File: src/hdl/u8enc_pkg.sv
// Package for the bounded UTF-32 to UTF-8 encoder.
// It holds the payload structs, the job descriptor and the shared constants.
// No dependencies; every other file in hdl/ imports it.
`default_nettype none

package u8enc_pkg;

  // Width of the running byte count, which saturates at all ones.
  localparam int COUNT_BITS = 18;
  // Width that holds both the capacity register and the count.
  localparam int CAP_W      = (COUNT_BITS > 16) ? COUNT_BITS : 16;
  // One more bit, so that the end position of a sequence is exact.
  localparam int CMP_W      = CAP_W + 1;
  // Width of the reported total length.
  localparam int TOT_W      = 18;
  // Width that holds both the count and the saturated total.
  localparam int SAT_W      = (COUNT_BITS > TOT_W) ? COUNT_BITS : TOT_W;
  // Depth of the job queue between front and back.
  localparam int QUEUE_DEPTH = 2;
  localparam int QPTR_W      = $clog2(QUEUE_DEPTH);

  localparam logic [COUNT_BITS-1:0] COUNT_MAX = '1;
  localparam logic [TOT_W-1:0]      TOTAL_MAX = 18'h3FFFF;

  // Code point limits and lead byte marks.
  localparam logic [31:0] CP_ONE_LIMIT   = 32'h0000_0080;
  localparam logic [31:0] CP_TWO_LIMIT   = 32'h0000_0800;
  localparam logic [31:0] CP_FOUR_START  = 32'h0001_0000;
  localparam logic [31:0] CP_MAX         = 32'h0010_FFFF;
  localparam logic [20:0] CP_REPLACEMENT = 21'h00FFFD;
  localparam logic [7:0]  LEAD_TWO       = 8'hC0;
  localparam logic [7:0]  LEAD_THREE     = 8'hE0;
  localparam logic [7:0]  LEAD_FOUR      = 8'hF0;
  localparam logic [7:0]  CONT_MARK      = 8'h80;
  localparam logic [5:0]  CONT_MASK      = 6'h3F;

  // One input beat.
  typedef struct packed {
    logic [31:0] code_point;
    logic        last_in;
  } in_item_t;

  // One result beat.
  typedef struct packed {
    logic             write_enable;
    logic [15:0]      write_index;
    logic [7:0]       byte_value;
    logic             length_valid;
    logic [TOT_W-1:0] total_length;
    logic             run_last;
  } out_item_t;

  // Everything the back end needs to emit the beats of one item.
  typedef struct packed {
    logic [2:0]       wr_count;   // byte writes, 0 to 4
    logic [15:0]      pos;        // index of the first byte write
    logic [3:0][7:0]  bytes;      // bytes in write order, entry 0 first
    logic             last;       // a length beat follows the writes
    logic             term_we;    // the length beat also writes a terminator
    logic [15:0]      term_idx;
    logic [TOT_W-1:0] total;
  } job_t;

endpackage

`default_nettype wire

File: src/hdl/u8enc_front.sv
// Front end: holds the capacity register and the string state, encodes each
// code point and turns it into a job descriptor. Depends on u8enc_pkg.
`default_nettype none

module u8enc_front (
  input  wire logic                 clk,
  input  wire logic                 rst,
  input  wire logic                 cfg_we,
  input  wire logic [15:0]          cfg_data,
  input  wire logic                 src_valid,
  output logic                      src_ready,
  input  wire u8enc_pkg::in_item_t  src_item,
  input  wire logic                 job_ready,
  output logic                      job_push,
  output u8enc_pkg::job_t           job
);
  import u8enc_pkg::*;

  logic [15:0]           dest_capacity;
  logic [COUNT_BITS-1:0] byte_count;
  logic                  dest_full;

  logic [20:0]           cp;
  logic [2:0]            n;
  logic [3:0][7:0]       enc;
  logic [CAP_W-1:0]      cap_ext;
  logic [CAP_W-1:0]      cmax_ext;
  logic [CAP_W-1:0]      cap;
  logic [CAP_W-1:0]      pos_ext;
  logic [CMP_W-1:0]      end_pos;
  logic                  no_room;
  logic                  active;
  logic                  full_set;
  logic [2:0]            wr_count;
  logic [3:0][7:0]       out_bytes;
  logic [COUNT_BITS:0]   sum;
  logic [COUNT_BITS-1:0] byte_count_next;
  logic                  dest_full_next;
  logic [CAP_W-1:0]      cnt_ext;
  logic [SAT_W-1:0]      cnt_sat;
  logic                  accept;

  assign src_ready = job_ready;
  assign accept    = src_valid && src_ready;

  // Replace out of range values, then encode.
  always_comb begin
    cp  = (src_item.code_point > CP_MAX) ? CP_REPLACEMENT : src_item.code_point[20:0];
    enc = '0;
    if ({11'd0, cp} < CP_ONE_LIMIT) begin
      n      = 3'd1;
      enc[0] = {1'b0, cp[6:0]};
    end else if ({11'd0, cp} < CP_TWO_LIMIT) begin
      n      = 3'd2;
      enc[0] = LEAD_TWO | {3'd0, cp[10:6]};
      enc[1] = CONT_MARK | {2'd0, cp[5:0] & CONT_MASK};
    end else if ({11'd0, cp} >= CP_FOUR_START) begin
      n      = 3'd4;
      enc[0] = LEAD_FOUR | {5'd0, cp[20:18]};
      enc[1] = CONT_MARK | {2'd0, cp[17:12] & CONT_MASK};
      enc[2] = CONT_MARK | {2'd0, cp[11:6] & CONT_MASK};
      enc[3] = CONT_MARK | {2'd0, cp[5:0] & CONT_MASK};
    end else begin
      n      = 3'd3;
      enc[0] = LEAD_THREE | {4'd0, cp[15:12]};
      enc[1] = CONT_MARK | {2'd0, cp[11:6] & CONT_MASK};
      enc[2] = CONT_MARK | {2'd0, cp[5:0] & CONT_MASK};
    end
  end

  // Usable capacity is bounded by what the count can reach.
  assign cap_ext  = CAP_W'(dest_capacity);
  assign cmax_ext = CAP_W'(COUNT_MAX);
  assign cap      = (cap_ext < cmax_ext) ? cap_ext : cmax_ext;
  assign pos_ext  = CAP_W'(byte_count);
  assign end_pos  = CMP_W'(byte_count) + CMP_W'(n);
  assign no_room  = end_pos >= CMP_W'(cap);
  assign active   = (cap != '0) && !dest_full;

  // Decide the writes. A sequence without room becomes a single terminator.
  always_comb begin
    wr_count  = 3'd0;
    out_bytes = enc;
    full_set  = 1'b0;
    if (active) begin
      if (no_room) begin
        wr_count  = 3'd1;
        out_bytes = '0;
        full_set  = 1'b1;
      end else begin
        wr_count = n;
      end
    end
  end

  // Saturating count and the state after this item.
  assign sum             = {1'b0, byte_count} + (COUNT_BITS+1)'(n);
  assign byte_count_next = (sum > {1'b0, COUNT_MAX}) ? COUNT_MAX : sum[COUNT_BITS-1:0];
  assign dest_full_next  = dest_full || full_set;
  assign cnt_ext         = CAP_W'(byte_count_next);
  assign cnt_sat         = SAT_W'(byte_count_next);

  // Job descriptor for the back end.
  always_comb begin
    job.wr_count = wr_count;
    job.pos      = pos_ext[15:0];
    job.bytes    = out_bytes;
    job.last     = src_item.last_in;
    job.term_we  = (cap != '0) && !dest_full_next;
    job.term_idx = cnt_ext[15:0];
    job.total    = (cnt_sat > SAT_W'(TOTAL_MAX)) ? TOTAL_MAX : cnt_sat[TOT_W-1:0];
  end

  // Items that cause no beat update the state only.
  assign job_push = accept && ((wr_count != 3'd0) || src_item.last_in);

  // Configuration register.
  always_ff @(posedge clk) begin
    if (rst) begin
      dest_capacity <= '0;
    end else if (cfg_we) begin
      dest_capacity <= cfg_data;
    end
  end

  // String state, cleared after each last item.
  always_ff @(posedge clk) begin
    if (rst) begin
      byte_count <= '0;
      dest_full  <= 1'b0;
    end else if (accept) begin
      if (src_item.last_in) begin
        byte_count <= '0;
        dest_full  <= 1'b0;
      end else begin
        byte_count <= byte_count_next;
        dest_full  <= dest_full_next;
      end
    end
  end

endmodule

`default_nettype wire

File: src/hdl/u8enc_queue.sv
// Short job queue that decouples the front end from the back end.
// Depends on u8enc_pkg for the job type and depth.
`default_nettype none

module u8enc_queue (
  input  wire logic             clk,
  input  wire logic             rst,
  input  wire logic             push,
  input  wire u8enc_pkg::job_t  push_job,
  output logic                  push_ready,
  input  wire logic             pop,
  output logic                  pop_valid,
  output u8enc_pkg::job_t       pop_job
);
  import u8enc_pkg::*;

  job_t              mem [QUEUE_DEPTH];
  logic [QPTR_W-1:0] wr_ptr;
  logic [QPTR_W-1:0] rd_ptr;
  logic [QPTR_W:0]   count;
  logic              do_push;
  logic              do_pop;

  assign push_ready = count != (QPTR_W+1)'(QUEUE_DEPTH);
  assign pop_valid  = count != '0;
  assign pop_job    = mem[rd_ptr];
  assign do_push    = push && push_ready;
  assign do_pop     = pop && pop_valid;

  // Storage.
  always_ff @(posedge clk) begin
    if (do_push) begin
      mem[wr_ptr] <= push_job;
    end
  end

  // Pointers and fill count.
  always_ff @(posedge clk) begin
    if (rst) begin
      wr_ptr <= '0;
      rd_ptr <= '0;
      count  <= '0;
    end else begin
      if (do_push) begin
        wr_ptr <= wr_ptr + 1'b1;
      end
      if (do_pop) begin
        rd_ptr <= rd_ptr + 1'b1;
      end
      if (do_push && !do_pop) begin
        count <= count + 1'b1;
      end else if (do_pop && !do_push) begin
        count <= count - 1'b1;
      end
    end
  end

endmodule

`default_nettype wire

File: src/hdl/u8enc_back.sv
// Back end: takes jobs from the queue and emits one result beat per cycle,
// while dst_ready allows, through an output register. Depends on u8enc_pkg.
`default_nettype none

module u8enc_back (
  input  wire logic             clk,
  input  wire logic             rst,
  input  wire logic             job_valid,
  input  wire u8enc_pkg::job_t  job_in,
  output logic                  job_pop,
  output logic                  dst_valid,
  input  wire logic             dst_ready,
  output u8enc_pkg::out_item_t  dst_item
);
  import u8enc_pkg::*;

  job_t      cur;
  logic      cur_valid;
  logic [2:0] idx;
  logic [2:0] beats;
  logic      final_beat;
  logic      adv;
  out_item_t beat;

  assign adv        = !dst_valid || dst_ready;
  assign beats      = cur.wr_count + {2'd0, cur.last};
  assign final_beat = idx == (beats - 3'd1);
  assign job_pop    = job_valid && (!cur_valid || (adv && final_beat));

  // Build the beat for the current position in the job.
  always_comb begin
    beat = '0;
    if (idx < cur.wr_count) begin
      beat.write_enable = 1'b1;
      beat.write_index  = cur.pos + {14'd0, idx[1:0]};
      beat.byte_value   = cur.bytes[idx[1:0]];
    end else begin
      beat.write_enable = cur.term_we;
      beat.write_index  = cur.term_we ? cur.term_idx : 16'd0;
      beat.length_valid = 1'b1;
      beat.total_length = cur.total;
    end
    beat.run_last = final_beat;
  end

  // Current job and beat counter.
  always_ff @(posedge clk) begin
    if (rst) begin
      cur_valid <= 1'b0;
      idx       <= '0;
    end else if (job_pop) begin
      cur_valid <= 1'b1;
      idx       <= '0;
    end else if (adv && cur_valid) begin
      if (final_beat) begin
        cur_valid <= 1'b0;
      end else begin
        idx <= idx + 3'd1;
      end
    end
  end

  always_ff @(posedge clk) begin
    if (job_pop) begin
      cur <= job_in;
    end
  end

  // Output register.
  always_ff @(posedge clk) begin
    if (rst) begin
      dst_valid <= 1'b0;
    end else if (adv) begin
      dst_valid <= cur_valid;
    end
  end

  always_ff @(posedge clk) begin
    if (adv && cur_valid) begin
      dst_item <= beat;
    end
  end

endmodule

`default_nettype wire

File: src/hdl/utf32_to_utf8_bounded_encoder.sv
// Top level of the bounded UTF-32 to UTF-8 encoder: front end, job queue
// and back end. Depends on u8enc_pkg, u8enc_front, u8enc_queue, u8enc_back.
//
//   channel  signals                          beat
//   src      src_valid src_ready src_item      one code point (in_item_t)
//   dst      dst_valid dst_ready dst_item      one write or length result
//   cfg      cfg_we cfg_data                   dest_capacity, no wait
//
// The front end accepts one code point per cycle while the queue has room.
// The back end sends one result beat per cycle while dst_ready allows; each
// item causes 0 to 5 results, one byte per dst beat. With the back end idle,
// an item passes the queue, the current job register and the output register
// before its first result is presented. Reset clears capacity and string
// state. A stalled dst fills the queue, and src_ready then drops.
`default_nettype none

module utf32_to_utf8_bounded_encoder (
  input  wire logic                  clk,
  input  wire logic                  rst,
  input  wire logic                  cfg_we,
  input  wire logic [15:0]           cfg_data,
  input  wire logic                  src_valid,
  output logic                       src_ready,
  input  wire u8enc_pkg::in_item_t   src_item,
  output logic                       dst_valid,
  input  wire logic                  dst_ready,
  output u8enc_pkg::out_item_t       dst_item
);
  import u8enc_pkg::*;

  job_t front_job;
  job_t back_job;
  logic job_push;
  logic job_ready;
  logic job_valid;
  logic job_pop;

  u8enc_front u_front (
    .clk       (clk),
    .rst       (rst),
    .cfg_we    (cfg_we),
    .cfg_data  (cfg_data),
    .src_valid (src_valid),
    .src_ready (src_ready),
    .src_item  (src_item),
    .job_ready (job_ready),
    .job_push  (job_push),
    .job       (front_job)
  );

  u8enc_queue u_queue (
    .clk        (clk),
    .rst        (rst),
    .push       (job_push),
    .push_job   (front_job),
    .push_ready (job_ready),
    .pop        (job_pop),
    .pop_valid  (job_valid),
    .pop_job    (back_job)
  );

  u8enc_back u_back (
    .clk       (clk),
    .rst       (rst),
    .job_valid (job_valid),
    .job_in    (back_job),
    .job_pop   (job_pop),
    .dst_valid (dst_valid),
    .dst_ready (dst_ready),
    .dst_item  (dst_item)
  );

endmodule

`default_nettype wire

File: config.mk
export PLATFORM = sky130hd
export DESIGN_NAME = utf32_to_utf8_bounded_encoder
export DESIGN_NICKNAME = d
export VERILOG_FILES = /design/src/hdl/u8enc_pkg.sv /design/src/hdl/u8enc_front.sv /design/src/hdl/u8enc_queue.sv /design/src/hdl/u8enc_back.sv /design/src/hdl/utf32_to_utf8_bounded_encoder.sv
export SDC_FILE = /design/constraint.sdc
export NUM_CORES = 1
export LEC_CHECK = 0
export BUFFER_PORTS_ARGS = -buffer_cell sky130_fd_sc_hd__clkbuf_2
export CAP_MARGIN = 20
export CORE_MARGIN = 2
export CORE_UTILIZATION = 37
export DETAILED_ROUTE_END_ITERATION = 8
export PLACE_DENSITY = 0.5
export SLEW_MARGIN = 20
export SYNTH_ARGS = -nofsm -noshare
export SYNTH_HDL_FRONTEND = slang
export SYNTH_SLANG_ARGS = --single-unit
File: constraint.sdc
create_clock -name clk -period 7.15 [get_ports clk]
set_clock_uncertainty 0.05 [all_clocks]
set_input_delay 1.43 -clock clk [delete_from_list [all_inputs] [get_ports clk]]
set_output_delay 1.43 -clock clk [all_outputs]
set_load 0.005 [all_outputs]
**Yosys cells after proc, flatten, opt, wreduce, memory -nomap -nowiden**

Memories as Yosys holds them, arrays and structs flattened. A register that Yosys moved wholly into a read port is not among the register bits.
Index checks and enable logic that the tools add are counted.

- Bits in registers: 89
- Memory bits (writable): 174
- Word-level logic and storage cells: 101
- Memories: 1
- Output and inout port bits: 47
- Input port bits: 54

- Bitwise operators: 1
- Add/subtract/negate cells: 9
- Muxes and demuxes: 33
- $lt $le $gt $ge: 10
- Equality and inequality tests: 2
- Reductions and logical operators: 30

Memory list:

| name | words | bits a word | read ports | clocked after memory_dff | write ports | line | text |
|---|---|---|---|---|---|---|---|
| u_queue.mem | 2 | 87 | 1 | 1 | 1 | u8enc_queue.sv:17 | `job_t mem [QUEUE_DEPTH];` |

Operators by type and width:

| kind | count |
|---|---|
| $mux 18 | 4 |
| $mux 16 | 4 |
| $mux 32 | 2 |
| $gt 32x21->1 const B | 1 |
| $mux 24 | 1 |
| $mux 8 | 3 |
| $mux 22 | 1 |
| $ge 21x17->1 const B | 1 |
| $lt 21x12->1 const B | 1 |
| $lt 21x8->1 const B | 1 |
| $mux 21 | 1 |
| $add 18x3->19 | 1 |
| $ge 19x18->1 | 1 |
| $gt 19x18->1 const B | 1 |
| $mux 19 | 1 |
| $gt 18x18->1 const B | 1 |
| $lt 16x18->1 const B | 1 |
| $reduce_bool 18->1 | 1 |
| $add 16x2->16 | 1 |
| $bmux 8 s2 | 1 |
| $mux 3 | 5 |
| $logic_and 1x1->1 | 11 |
| $mux 1 | 8 |
| $reduce_bool 2->1 | 4 |
| other kinds (17) | 28 |

**Logic depth before layout (Yosys ltp)**

- Depth after elaboration: 18
- Mapped depth: 20
- Mapped depth without buffers: 17

**Cells and area by module**

From an unflattened synthesis, not the netlist that was laid out.

- Cells, all modules: 1006
- Area total of the unflattened synthesis: 15177.1 um^2

Modules (own cells, without submodules):

| module | seq. area each (um^2) | cells each | instances | area each (um^2) |
|---|---|---|---|---|
| u8enc_queue | 5325.1 | 295 | 1 | 6621.4 |
| u8enc_back | 4063.9 | 305 | 1 | 5386.4 |
| u8enc_front | 700.7 | 406 | 1 | 3169.3 |

**Worst setup path after synthesis**

Ideal clock, no wire load.

- Path type: input-to-reg
- Start: input port src_valid
- End: memory u_queue.mem[0][0] in the netlist's numbering, enable pin
- Required time: 6.575 ns
- Slack: 1.041 ns
- Stages on the path: 4
- Library setup time: 0.525 ns
- Path buffers: 1
- Data arrival time: 5.534 ns
- Path through: and2_1 -> clkbuf_1 -> o21ai_0 -> nor2_1

- Word-level cells in the longest chain between the ends: 5

RTL lines:

| element | line | text |
|---|---|---|
| start: declaration | utf32_to_utf8_bounded_encoder.sv:22 | `input wire logic src_valid,` |
| $logic_and 1x1->1 | u8enc_front.sv:44 | `assign accept = src_valid && src_ready;` |
| $logic_and 1x1->1 | u8enc_front.sv:115 | `assign job_push = accept && ((wr_count != 3'd0) \|\| src_item.last_in);` |
| $logic_and 1x1->1 | u8enc_queue.sv:27 | `assign do_push = push && push_ready;` |
| $mux 1 | u8enc_queue.sv:32 | `if (do_push) begin` |
| $mux 1 (not written as such) | u8enc_queue.sv:33 | `mem[wr_ptr] <= push_job;` |
| end: declaration | u8enc_queue.sv:17 |  |

Every way passes these cells.

==> flow_summary.json <==
{
  "grt_pass1_wl_um": 49900,
  "design.die.area_sq_mm": 0.0406,
  "intPower_w": 0.00452,
  "core_area_sq_mm": 0.0386,
  "status": "complete, no violations",
  "cts_resized": 0,
  "insertion_delay_ns": 0.53,
  "cts_buffer_depth": 3,
  "seq_power_share_pct": 50.0,
  "synth_area_sq_mm": 0.0144,
  "fmax_mhz": 161,
  "nFillCells": 3586,
  "drt-pass1-iter-count": 7,
  "crit_type": "input pin to register",
  "clockPowerShare_pct": 30.5,
  "setup.worst_path.start_class": "input pin",
  "wl_per_cell_um": 18.8,
  "p_total_w": 0.00621,
  "layout.cells.most_common": "edfxtp_1",
  "path_clk_slew_ns": 0.06,
  "ys_seq_area_share_pct": 67.2,
  "wl_um": 31400,
  "synth_seq_cells": 338,
  "async_flop_share_pct": 0,
  "finalNetCount": 1208,
  "gp_congestion": 0.885,
  "leakage_nw": 6.09,
  "grt_max_degree": 52,
  "hold_class": "register to register",
  "multi_input_area_sq_mm": 0.00441,
  "antenna_cells": 0,
  "tightest_slew_ns": 0.959,
  "row_count": 72,
  "peakVddDrop_v": 0.000165,
  "post-cts-setup-buffers": 0,
  "cp_top_family": "compound AO/OA/AOI/OAI gates",
  "final-setup-viol-count": 0,
  "yosysWarningCount": 0,
  "io_buffers": 100,
  "fin_crit_sh_pct": 87.0,
  "syn_nets": 1087,
  "ys.flop_type": "edfxtp_1",
  "swShare_pct": 27.2,
  "power_density_mw_per_mm2": 369,
  "initial_core_util_pct": 37.5,
  "path_max_fanout": 29,
  "antenna_left": 0,
  "hold_violations": 0,
  "crit_arrival_ns": 6.40,
  "crit_path_cell_trace": "clkbuf_2 -> nor4_4 -> nand2_2 -> nand3_2 -> buf_4 -> inv_1 -> ha_1 -> a21oi_1 -> a211oi_2 -> nand2_1 -> xor2_1 -> inv_1 -> ha_1 -> nand4_1 -> o41ai_1 -> a211oi_1 -> a211oi_4 -> buf_4 -> nor3_1",
  "p_sw_w": 0.00169,
  "avgSynthCellArea_sq_um": 14.4,
  "htreeDepth": 2,
  "ctsHoldBuffers": 0,
  "finalMaxSlewViolations": 0,
  "drc_errors": 0,
  "cpPeakStageDelay_ns": 0.60,
  "fin_setup_tns_ns": 0,
  "synthDistinctLibCells": 67,
  "final_cell_mix": "294 x edfxtp_1, 100 x clkbuf_2, 84 x mux2_2",
  "antenna_found_initial": 0,
  "cap_violations": 0,
  "via_count": 8421,
  "endpoint_kind": "register",
  "cts.sinks": 338,
  "regArea_sq_mm": 0.00971,
  "drt_iter0_markers": 664,
  "cts_tree": "built",
  "cts-buffers-inserted": 38,
  "comb_power_share_pct": 19.5,
  "synth_edf_count": 294,
  "slew_headroom_pct": 36.0,
  "required_ns": 7.33,
  "crit_buf_inv": 5,
  "final_util_pct": 43.7,
  "critPathSlowestCell": "a21oi_1",
  "dp_hpwl_um": 20900,
  "layout-drive-gt1-share_pct": 25.8,
  "globalRouteOverflowTotal": 0,
  "routed_via_density": 5.04,
  "rsz0062_at_grt": "no",
  "cts-root-buf": "clkbuf_16",
  "grt_pass1_vias": 8392,
  "io_pins": 101,
  "dieWidth_um": 202,
  "die_h_um": 202,
  "synthCells": 1004,
  "syn_to_final_growth_pct": 16.6,
  "track_usage_pct": 15.9,
  "period_needed_ns": 6.22
}
==> registers in the layout (all words and copies together) (netlist names) <==
register and count:
u_queue.rd_ptr 1, u_back.dst_valid 1, u_front.byte_count 18, u_back.cur_valid 1
u_queue.count 2, u_front.dest_capacity 16, u_back.dst_item 45, u_queue.mem 166
u_front.dest_full 1, u_queue.wr_ptr 1, u_back.cur 83, u_back.idx 3
==> power by group through the flow <==
stage / clock network (W) / logic (W) / registers (W)
after floorplan: 0 / 0.000830 / 0.00310
after global placement: 0 / 0.00123 / 0.00315
after detailed placement: 0 / 0.00124 / 0.00316
after CTS: 0.00196 / 0.00125 / 0.00312
after global routing: 0.00203 / 0.00137 / 0.00317
final: 0.00190 / 0.00121 / 0.00311
==> Yosys cell counts (11+ instances only) <==
master	count	share of area (%)
nor3_1	24	0.83
o21ai_0	40	1.4
mux2i_1	19	1.3
nand4_1	12	0.52
edfxtp_1	294	61
nor4_1	17	0.74
xnor2_1	11	0.67
ha_1	27	2.3
mux2_2	84	6.5
xor2_1	26	1.6
inv_1	47	1.2
nand2b_1	30	1.3
and2_1	20	0.87
clkbuf_1	28	0.73
nand2_1	37	0.96
a21oi_1	33	1.1
dfxtp_1	44	6.1
nand3_1	33	1.1
a211oi_1	12	0.62
nor2_1	51	1.3
==> through the flow <==
stage | cell area, sq um | std cells | worst slack [ns] | hold WS (ns)
after floorplan | 14400 | 1004 | 1.04 | 0.370
after global placement | 15600 | 1603 | 0.526 | 0.420
after detailed placement | 15600 | 1603 | 0.488 | 0.423
after CTS | 16800 | 1672 | 1.01 | 0.430
after global routing | 16800 | 1672 | 0.473 | 0.469
final | 16800 | 1672 | 0.931 | 0.427
==> layout make-up <==
cell class	count	area share, %
clock buffer	50	5.97
clock inverter	19	1.24
inverter	47	1.05
multi-input combinational	576	26.2
sequential	338	57.7
tap	518	3.85
timing repair buffer	124	4.04
==> logic make-up after synthesis <==
family	synth area share, %
multiplexers	8.80
AO/OA/AOI/OAI	6.43
adder cells (fa/ha/maj)	2.62
AND/OR/NAND/NOR	10.0
flip-flops	67.2
buffers and inverters	2.50
XOR/XNOR	2.40
==> routing by layer <==
| layer | track usage (%) | vias to the layer above | part of all wire [%] |
|---|---|---|---|
| met3 | 2.54 | 57 | 4.4 |
| met5 | 0 | - | 0 |
| met2 | 23.8 | 217 | 44 |
| met4 | 4.67 | 0 | 2.3 |
| li1 | - | 4056 | - |
| met1 | 23.9 | 4091 | 50 |
==> final timing paths <==
check / startpoint / slack, ns / to / depth (start not counted)
setup / recovery: src_item[19] / 0.93 / u_queue.mem[1][40] / 19
setup reg to reg: u_front.byte_count[2] / 2.85 / u_queue.mem[1][40] / 13
hold reg to reg: u_back.cur_valid / 0.43 / u_back.dst_valid / 2
hold / removal: u_back.cur_valid / 0.43 / u_back.dst_valid / 2
==> tightest hold or removal path: stages (launching register included) <==
cell,delay [ns]
dfxtp_1,0.32
inv_1,0.05
a21oi_1,0.05
No activity file was read; power rests on OpenSTA's default activity.
